**src/rtl/core/acs_pkg.sv**
```systemverilog
package acs_pkg;

  localparam int WORD_W       = 32;
  localparam int FIELD_ADDR_W = 16;
  localparam int PLEN_W       = 17;
  localparam int CFG_IDX_W    = 1;
  localparam int OPC_W        = 8;
  localparam int FIFO_CNT_W   = 2;

  localparam logic [FIELD_ADDR_W-1:0] SP_RESET = 16'd4096;

  typedef enum logic [OPC_W-1:0] {
    OPC_LDC    = 8'd0,
    OPC_ADC    = 8'd1,
    OPC_LDL    = 8'd2,
    OPC_STL    = 8'd3,
    OPC_LDNL   = 8'd4,
    OPC_STNL   = 8'd5,
    OPC_ADD    = 8'd6,
    OPC_SUB    = 8'd7,
    OPC_SHL    = 8'd8,
    OPC_SHR    = 8'd9,
    OPC_ADJ    = 8'd10,
    OPC_A2SP   = 8'd11,
    OPC_SP2A   = 8'd12,
    OPC_CALL   = 8'd13,
    OPC_RETURN = 8'd14,
    OPC_BRZ    = 8'd15,
    OPC_BRLZ   = 8'd16,
    OPC_BR     = 8'd17,
    OPC_HALT   = 8'd18
  } opcode_t;

  typedef enum logic [1:0] {
    ST_RUN   = 2'd0,
    ST_HALT  = 2'd1,
    ST_BADOP = 2'd2,
    ST_SEGV  = 2'd3
  } status_t;

  typedef enum logic [CFG_IDX_W-1:0] {
    CFG_PROG_LEN = 1'b0,
    CFG_INIT_SP  = 1'b1
  } cfg_reg_t;

  typedef enum logic {
    ITEM_LOAD = 1'b0,
    ITEM_STEP = 1'b1
  } item_op_t;

  typedef enum logic [1:0] {
    PH_CLEAR = 2'd0,
    PH_IDLE  = 2'd1,
    PH_EXEC  = 2'd2
  } phase_t;

  typedef struct packed {
    logic                     op;
    logic [FIELD_ADDR_W-1:0]  load_address;
    logic signed [WORD_W-1:0] data_word;
  } cmd_item_t;

  typedef struct packed {
    logic [1:0]               status;
    logic [FIELD_ADDR_W-1:0]  program_counter;
    logic [FIELD_ADDR_W-1:0]  stack_pointer;
    logic signed [WORD_W-1:0] reg_a;
    logic signed [WORD_W-1:0] reg_b;
    logic [WORD_W-1:0]        executed_count;
  } rsp_item_t;

  typedef struct packed {
    logic mem_we;
    logic mem_re;
    logic wb_load;
  } exec_ctl_t;

endpackage

```
**src/rtl/core/acs_out_fifo.sv**
```systemverilog
module acs_out_fifo (
  input  logic                               clk,
  input  logic                               rst,
  input  logic                               push,
  input  acs_pkg::rsp_item_t                 push_item,
  output logic                               rsp_valid,
  input  logic                               rsp_stall,
  output acs_pkg::rsp_item_t                 rsp_item,
  output logic [acs_pkg::FIFO_CNT_W-1:0]     fill
);
  import acs_pkg::*;

  rsp_item_t slot [2];
  logic      wr_ptr;
  logic      rd_ptr;
  logic      pop;

  assign rsp_valid = (fill != '0);
  assign rsp_item  = slot[rd_ptr];
  assign pop       = rsp_valid && !rsp_stall;

  always_ff @(posedge clk) begin
    if (rst) begin
      wr_ptr <= 1'b0;
      rd_ptr <= 1'b0;
      fill   <= '0;
    end else begin
      if (push) begin
        wr_ptr <= ~wr_ptr;
      end
      if (pop) begin
        rd_ptr <= ~rd_ptr;
      end
      case ({push, pop})
        2'b10:   fill <= fill + 1'b1;
        2'b01:   fill <= fill - 1'b1;
        default: fill <= fill;
      endcase
    end
  end

  always_ff @(posedge clk) begin
    if (push) begin
      slot[wr_ptr] <= push_item;
    end
  end

endmodule

```
**config.mk**
```make
export PLATFORM = sky130hd
export DESIGN_NAME = acs_out_fifo
export DESIGN_NICKNAME = d
export VERILOG_FILES = /design/src/rtl/core/acs_pkg.sv /design/src/rtl/core/acs_out_fifo.sv
export SDC_FILE = /design/constraint.sdc
export NUM_CORES = 1
export LEC_CHECK = 0
export BUFFER_PORTS_ARGS = -buffer_cell sky130_fd_sc_hd__buf_2
export CAP_MARGIN = 15
export CORE_MARGIN = 2
export CORE_UTILIZATION = 35
export CTS_CLUSTER_SIZE = 30
export DETAILED_ROUTE_END_ITERATION = 10
export GPL_TIMING_DRIVEN = 0
export HOLD_SLACK_MARGIN = 0.15
export PLACE_DENSITY = 0.65
export SYNTH_ARGS = -nofsm -noshare
export SYNTH_HDL_FRONTEND = slang
export SYNTH_SLANG_ARGS = --single-unit
```
**constraint.sdc**
```tcl
create_clock -name clk -period 15 [get_ports clk]
set_input_delay 0.75 -clock clk [delete_from_list [all_inputs] [get_ports clk]]
set_output_delay 0.75 -clock clk [all_outputs]
set_load 0.03 [all_outputs]
```
==> impl_metrics.env, run 1 <==
export IMPL_num_rows=60
export IMPL_setup_tns_ps=0
export IMPL_hpwl_um=12900
export IMPL_synth_warnings=0
export IMPL_first_iter_violations=237
export IMPL_dp_cells=1041
export IMPL_slowest_delay_ps=360
export IMPL_grtUsageTotal_pct=12.7
export IMPL_r2r_end="slot[0][29]"
export IMPL_wirelength_um=18900
export IMPL_ys_top_cells_by_area="edfxtp_1 82%, mux2_2 15%, dfxtp_1 1.0%"
export IMPL_grt_max_degree=53
export IMPL_holdPathEnd="slot[1][128]"
export IMPL_endpoint_kind="output pin"
export IMPL_crit_fanout=10
export IMPL_via_count=4973
export IMPL_die_area_sq_um=28700
export IMPL_place_area_sq_um=11500
export IMPL_fin_worst_skew_ps=15.8
export IMPL_whs_ps=398
export IMPL_setup_violations=0
export IMPL_htreeDepth=1
export IMPL_holdBufCountCts=0
export IMPL_clk_pin_slew_ps=60
export IMPL_numCtsBuffers=28
export IMPL_fin_crit_ps=2780
export IMPL_drive_gt1_share_pct=60.7
export IMPL_ys_seq_area_share_pct=82.6
export IMPL_peakVddDrop_v=0.0000956
export IMPL_clkLatencyLatePin_ps=540
export IMPL_reg2reg_from="wr_ptr"
export IMPL_period_share_pct=18.6
export IMPL_stdcell_count=1093
export IMPL_wl_per_cell_um=17.3
export IMPL_synth_top_area_share_pct=81.5
export IMPL_final_max_slew_viol_count=0
export IMPL_grt_pass1_vias=5232
export IMPL_cts_tree="done"
export IMPL_fin_nets=865
export IMPL_firstDrtPassIters=4
export IMPL_synth_fp_nets=563
export IMPL_worst_r2r_cell_count=3
export IMPL_cts_buffer_depth=3
export IMPL_start_util_pct=35.6
export IMPL_ys_ff_latch=265
export IMPL_cts_root_buf="clkbuf_16"
export IMPL_worst_slew_pin_slew_ps=915
export IMPL_required_ps=14250
export IMPL_drv_cap=0
export IMPL_antenna_left=0
export IMPL_hold_violations=0
export IMPL_pwr_density_cell_nw_per_um2=161
export IMPL_reg2reg_setup_slack_ps=13030
export IMPL_design_area_sq_um=12400
export IMPL_min_delay_start="push_item[128]"
export IMPL_fmax_mhz=359
export IMPL_fin_total_pwr_mw=1.99
export IMPL_clock_sinks=265
export IMPL_portBuffers=266
export IMPL_startpoint_type="flip-flop"
export IMPL_synth_top_cell_by_area="edfxtp_1"
export IMPL_drc=0
export IMPL_cts_resized_gates=0
export IMPL_gp_congestion=0.711
export IMPL_slew_headroom_pct=38.8
export IMPL_setup_ws_ps=12220
export IMPL_core_area_sq_um=26900
export IMPL_path_cells="buf_2 -> buf_4 -> mux2_2 -> buf_2"
export IMPL_post_cts_setup_buffer_count=0
export IMPL_io_pins=267
export IMPL_syn_inst=428
export IMPL_crit_slowest_cell="mux2_2"
export IMPL_p_leak_nw=4.61
export IMPL_grt_overflow=0
export IMPL_antenna_found_initial=3
export IMPL_syn_to_final_growth_pct=29.1
export IMPL_status="completed"
export IMPL_die_h_um=169
export IMPL_syn_avg_cell_area_sq_um=22.4
export IMPL_ys_types=14
export IMPL_cpMostUsedCell="buf_2"
export IMPL_worstHoldPathType="in -> reg"
export IMPL_hold_depth=1
export IMPL_arrival_ps=2030
export IMPL_die_w_um=169
export IMPL_syn_area_sq_um=9580
export IMPL_via_per_inst=4.55
export IMPL_dpl_worst_slack_ps=12440
export IMPL_grt_pass1_wl_um=28300
export IMPL_post_route_util_pct=46.0
export IMPL_rsz0062_at_grt="no"
export IMPL_worstSetupPathType="reg -> out"
-- cell families after synthesis --
group	synth area share, %
AO/OA/AOI/OAI	0.261
XOR/XNOR	0.274
adder cells (fa/ha/maj)	0.131
buffers and inverters	1.07
flip-flops	82.6
multiplexers	15.3
AND/OR/NAND/NOR	0.392
-- how the worst max path moves through the flow --
stage,endpoint,startpoint,depth (start not counted)
after CTS,rsp_item[29],flip-flop,4
after global placement,slot[0][32],push,3
final,rsp_item[29],flip-flop,4
after floorplan,slot[0][0],push,2
after global routing,rsp_item[29],flip-flop,4
after detailed placement,slot[0][32],push,5
-- layout make-up --
class,count,area (sq um)
inverter,2,7.51
fill,2385,14500
timing repair buffer,272,1470
clock buffer,36,752
tap,341,427
sequential,265,7910
antenna,3,7.51
multi-input combinational,147,1580
clock inverter,13,114
buffer,14,95.1
-- synthesized netlist by cell type --
| cell type | n |
|---|---|
| nor2_1 | 5 |
| and2_1 | 1 |
| inv_1 | 2 |
| edfxtp_1 | 260 |
| o21ai_0 | 2 |
| xor2_1 | 1 |
| buf_2 | 4 |
| dfxtp_1 | 5 |
| buf_4 | 10 |
| or3_1 | 2 |
| ha_1 | 1 |
| a21oi_1 | 3 |
| xnor2_1 | 2 |
| mux2_2 | 130 |
-- sequential cells by signal (all words and copies together) (netlist names), named ones only --
name	count
slot	260
wr_ptr	1
fill	2
rd_ptr	1
-- metal layers --
layer | wire [um] | track usage [%]
met5 | 11 | 0
met4 | 655 | 4.83
met3 | 1640 | 4.43
met2 | 9540 | 22.6
met1 | 7090 | 14.0
-- critical path, delay by kind of cell (launching register included) --
kind / cells / cell delay, ps
multiplexers: 1 / 360
flip-flops: 1 / 350
buffers and inverters: 3 / 780
-- layout by cell type, fill, tap and decap left out --
cell type,netlist,routed
a21oi_1,3,3
and2_4,0,1
buf_12,0,3
buf_16,0,3
buf_2,4,270
buf_4,10,10
bufinv_16,0,2
clkbuf_1,0,7
clkbuf_16,0,29
clkinv_1,0,5
clkinv_2,0,4
clkinvlp_4,0,2
dfxtp_1,5,5
diode_2,0,3
edfxtp_1,260,260
ha_1,1,1
inv_1,2,2
mux2_2,130,130
nor2_1,5,4
nor2_4,0,1
o21ai_0,2,2
or3_1,2,2
xnor2_1,2,2
xor2_1,1,1
-- report_power, final --
part / leakage, nW / total, mW / switching [mW] / internal (mW)
clock network: 0.418 / 0.649 / 0.264 / 0.384
logic: 1.71 / 0.466 / 0.296 / 0.171
registers: 2.48 / 0.879 / 0.0119 / 0.867
total: 4.61 / 1.99 / 0.572 / 1.42
Power figures use the tool's default switching activity.
==> run 2, diff against run 1 <==
--- a/config.mk
+++ b/config.mk
@@ -5,6 +5,7 @@
 export SDC_FILE = /design/constraint.sdc
 export NUM_CORES = 1
 export LEC_CHECK = 0
+export ABC_AREA = 1
 export BUFFER_PORTS_ARGS = -buffer_cell sky130_fd_sc_hd__buf_2
 export CAP_MARGIN = 15
 export CORE_MARGIN = 2
==> constraint.sdc (replaced) <==
create_clock -name clk -period 2.6 [get_ports clk]
set_input_delay 0.13 -clock clk [delete_from_list [all_inputs] [get_ports clk]]
set_output_delay 0.13 -clock clk [all_outputs]
set_load 0.03 [all_outputs]
==> run 2 against run 1 <==
Worst setup slack got worse by 12000 ps. Die area rose by 0.69%. Sequential cell count did not move. Count of clock-buffer cells in the layout fell by 3. Synthesized cell count rose by 3.0%. Total power rose to 5.3 times the previous value. Synthesized area rose by 0.71%. Sequential power rose to 5.7 times the previous value. Clock power rose to 5.8 times the previous value. Via count rose by 12%. Critical endpoint is now rsp_item[98]. Largest cell class unchanged.
==> impl_metrics.env, run 2 <==
export IMPL_regMostFlops="slot"
export IMPL_setup_tns_ps=0
export IMPL_p_leak_nw=5.25
export IMPL_worst_slew_pin_slew_ps=590
export IMPL_startpoint_type="flip-flop"
export IMPL_ys_seq_area_share_pct=82.0
export IMPL_synth_edf_count=260
export IMPL_synth_top_cell_by_area="edfxtp_1"
export IMPL_synth_compound_area_share_pct=0.156
export IMPL_final_max_slew_viol_count=0
export IMPL_core_area_sq_um=27000
export IMPL_hpwl_um=13000
export IMPL_grt_max_degree=35
export IMPL_period_share_pct=80.2
export IMPL_setup_violations=0
export IMPL_die_h_um=170
export IMPL_whs_ps=308
export IMPL_fin_nets=1017
export IMPL_die_w_um=170
export IMPL_final_common_cell="buf_2"
export IMPL_slew_headroom_pct=60.6
export IMPL_drive_gt1_share_pct=51.2
export IMPL_crit_fanout=10
export IMPL_gp_congestion=0.724
export IMPL_worstHoldPathType="in -> reg"
export IMPL_antenna_found_initial=1
export IMPL_status="completed"
export IMPL_cts_resized_gates=0
export IMPL_switching_power_mw=2.74
export IMPL_via_count=5550
export IMPL_ys_flop_type="edfxtp_1"
export IMPL_sw_frac_of_total_pct=25.9
export IMPL_synth_fp_nets=576
export IMPL_fin_crit_ps=2090
export IMPL_r2r_end="wr_ptr"
export IMPL_grt_pass1_vias=5962
export IMPL_synth_most_common_cell="edfxtp_1"
export IMPL_grt_pass1_wl_um=31300
export IMPL_num_rows=60
export IMPL_endpoint_kind="output pin"
export IMPL_yosys_area_share_xor_xnor_pct=0
export IMPL_cts_root_buf="clkbuf_16"
export IMPL_reg2reg_setup_slack_ps=750
export IMPL_clk_pin_slew_ps=60
export IMPL_synth_top_family_by_area="multiplexers"
export IMPL_reg2reg_from="wr_ptr"
export IMPL_synthSimpleGateAreaFrac_pct=0.740
export IMPL_syn_inst=441
export IMPL_muxShareOfSynthArea_pct=15.2
export IMPL_syn_area_sq_um=9640
export IMPL_ys_ff_latch=265
export IMPL_final_cell_mix="269 x buf_2, 260 x edfxtp_1, 135 x dlygate4sd3_1"
export IMPL_antenna_left=0
export IMPL_wl_per_cell_um=16.8
export IMPL_drv_cap=0
export IMPL_combPwrFrac_pct=17.2
export IMPL_worst_r2r_cell_count=4
export IMPL_fin_worst_skew_ps=20.3
export IMPL_p_int_mw=7.82
export IMPL_arrival_ps=1960
export IMPL_first_iter_violations=266
export IMPL_largestRegisters="slot: 260 flops, fill: 2 flops"
export IMPL_grtUsageTotal_pct=14.0
export IMPL_cts_tree="done"
export IMPL_cts_buffer_depth=3
export IMPL_synthAdderAreaFrac_pct=0.130
export IMPL_stdcell_count=1248
export IMPL_hold_violations=0
export IMPL_wirelength_um=21000
export IMPL_numCtsBuffers=29
export IMPL_p_seq_share_pct=47.4
export IMPL_ys_top_cells_by_count="260 x edfxtp_1, 130 x mux2_2, 10 x buf_6, 10 x inv_1, 9 x nor2_1"
export IMPL_hold_depth=2
export IMPL_htreeDepth=1
export IMPL_p_clk_share_pct=35.4
export IMPL_min_delay_start="push_item[65]"
export IMPL_grt_overflow=0
export IMPL_required_ps=2470
export IMPL_clock_sinks=265
export IMPL_worstSetupPathType="reg -> out"
export IMPL_largest_reg_flops=260
export IMPL_synth_warnings=0
export IMPL_portBuffers=266
export IMPL_peakVddDrop_v=0.000580
export IMPL_fmax_mhz=479
export IMPL_pwr_density_cell_nw_per_um2=763
export IMPL_syn_avg_cell_area_sq_um=21.9
export IMPL_firstDrtPassIters=5
export IMPL_dp_cells=1057
export IMPL_clkLatencyLatePin_ps=550
export IMPL_via_per_inst=4.45
export IMPL_async_flop_share_pct=0
export IMPL_rsz0062_at_grt="no"
export IMPL_io_pins=267
export IMPL_ys_types=14
export IMPL_holdPathEnd="slot[1][65]"
export IMPL_synth_top_area_share_pct=81.0
export IMPL_drc=0
export IMPL_start_util_pct=35.7
export IMPL_ys_top_cells_by_area="edfxtp_1 81%, mux2_2 15%, buf_6 1.2%"
export IMPL_die_area_sq_um=28900
export IMPL_syn_to_final_growth_pct=43.5
export IMPL_post_route_util_pct=51.2
## run 2: changes by cell type after synthesis, sizes merged
cell   delta
inv       +8
nand2     +7
nor2      +4
a21oi     -2
or3       -2
xnor2     -2
and2      -1
nand4     +1
nor3      +1
xor2      -1
## run 2: critical path, stage by stage, from the launching register on
cell and delay (ps):
dfxtp_1 370, buf_4 290, buf_6 200, mux2_2 360, buf_2 180
## run 2: cell families (layout without fill, tap and decap cells)
kind of cell	count (synthesis)	in the layout
flops	265	265
fa+ha+maj	1	1
buf+inv	24	487
mux	130	130
other cells	0	3
simple gates	18	18
compound gates	3	3
## run 2: power groups by stage
stage / clock network (mW) / logic [mW] / registers [mW]
finish: 3.74 / 1.82 / 5.00
global route: 3.96 / 1.94 / 5.02
CTS: 3.85 / 1.84 / 5.00
detailed placement: 0 / 1.67 / 5.09
global placement: 0 / 1.61 / 5.11
floorplan: 0 / 1.11 / 5.10
## run 2: through the flow
step,cell area [sq um],setup slack [ps],power (mW)
floorplan,9660,-116,6.21
global placement,11400,-1480,6.71
detailed placement,11600,802,6.76
CTS,13800,440,10.7
global route,13800,400,10.9
finish,13800,514,10.6
## run 2: cell type report
type,instances,area [sq um]
well taps,341,427
multi-input cells,152,1570
diodes,3,7.51
clock buffers,33,741
repair buffers,410,2880
fillers,2224,13200
clock inverters,20,126
plain buffers,14,135
flip-flops and latches,265,7910
inverters,10,41.3
## run 2: timing repair
| item | 4_1_cts | 5_1_grt |
|---|---|---|
| hold endpoints to repair | 275 | 0 |
| buffers inserted | 0 | 0 |
| hold buffers | 135 | 0 |
## run 2: per-layer routing
metal | GRT usage [%] | wire length, um | vias up
li1 | - | - | 2628
met3 | 3.70 | 1370 | 37
met2 | 26.2 | 10900 | 208
met4 | 4.31 | 607 | 0
met1 | 15.5 | 8120 | 2677
met5 | 0 | 0 | -
## run 2: how the worst max path moves through the flow
| stage | startpoint | end | slack (ps) |
|---|---|---|---|
| after floorplan | wr_ptr | slot[1][0] | -120 |
| after global placement | wr_ptr | slot[1][103] | -1480 |
| after detailed placement | wr_ptr | slot[1][121] | 800 |
| after CTS | flip-flop | rsp_item[113] | 440 |
| after global routing | flip-flop | rsp_item[69] | 400 |
| final | flip-flop | rsp_item[98] | 510 |
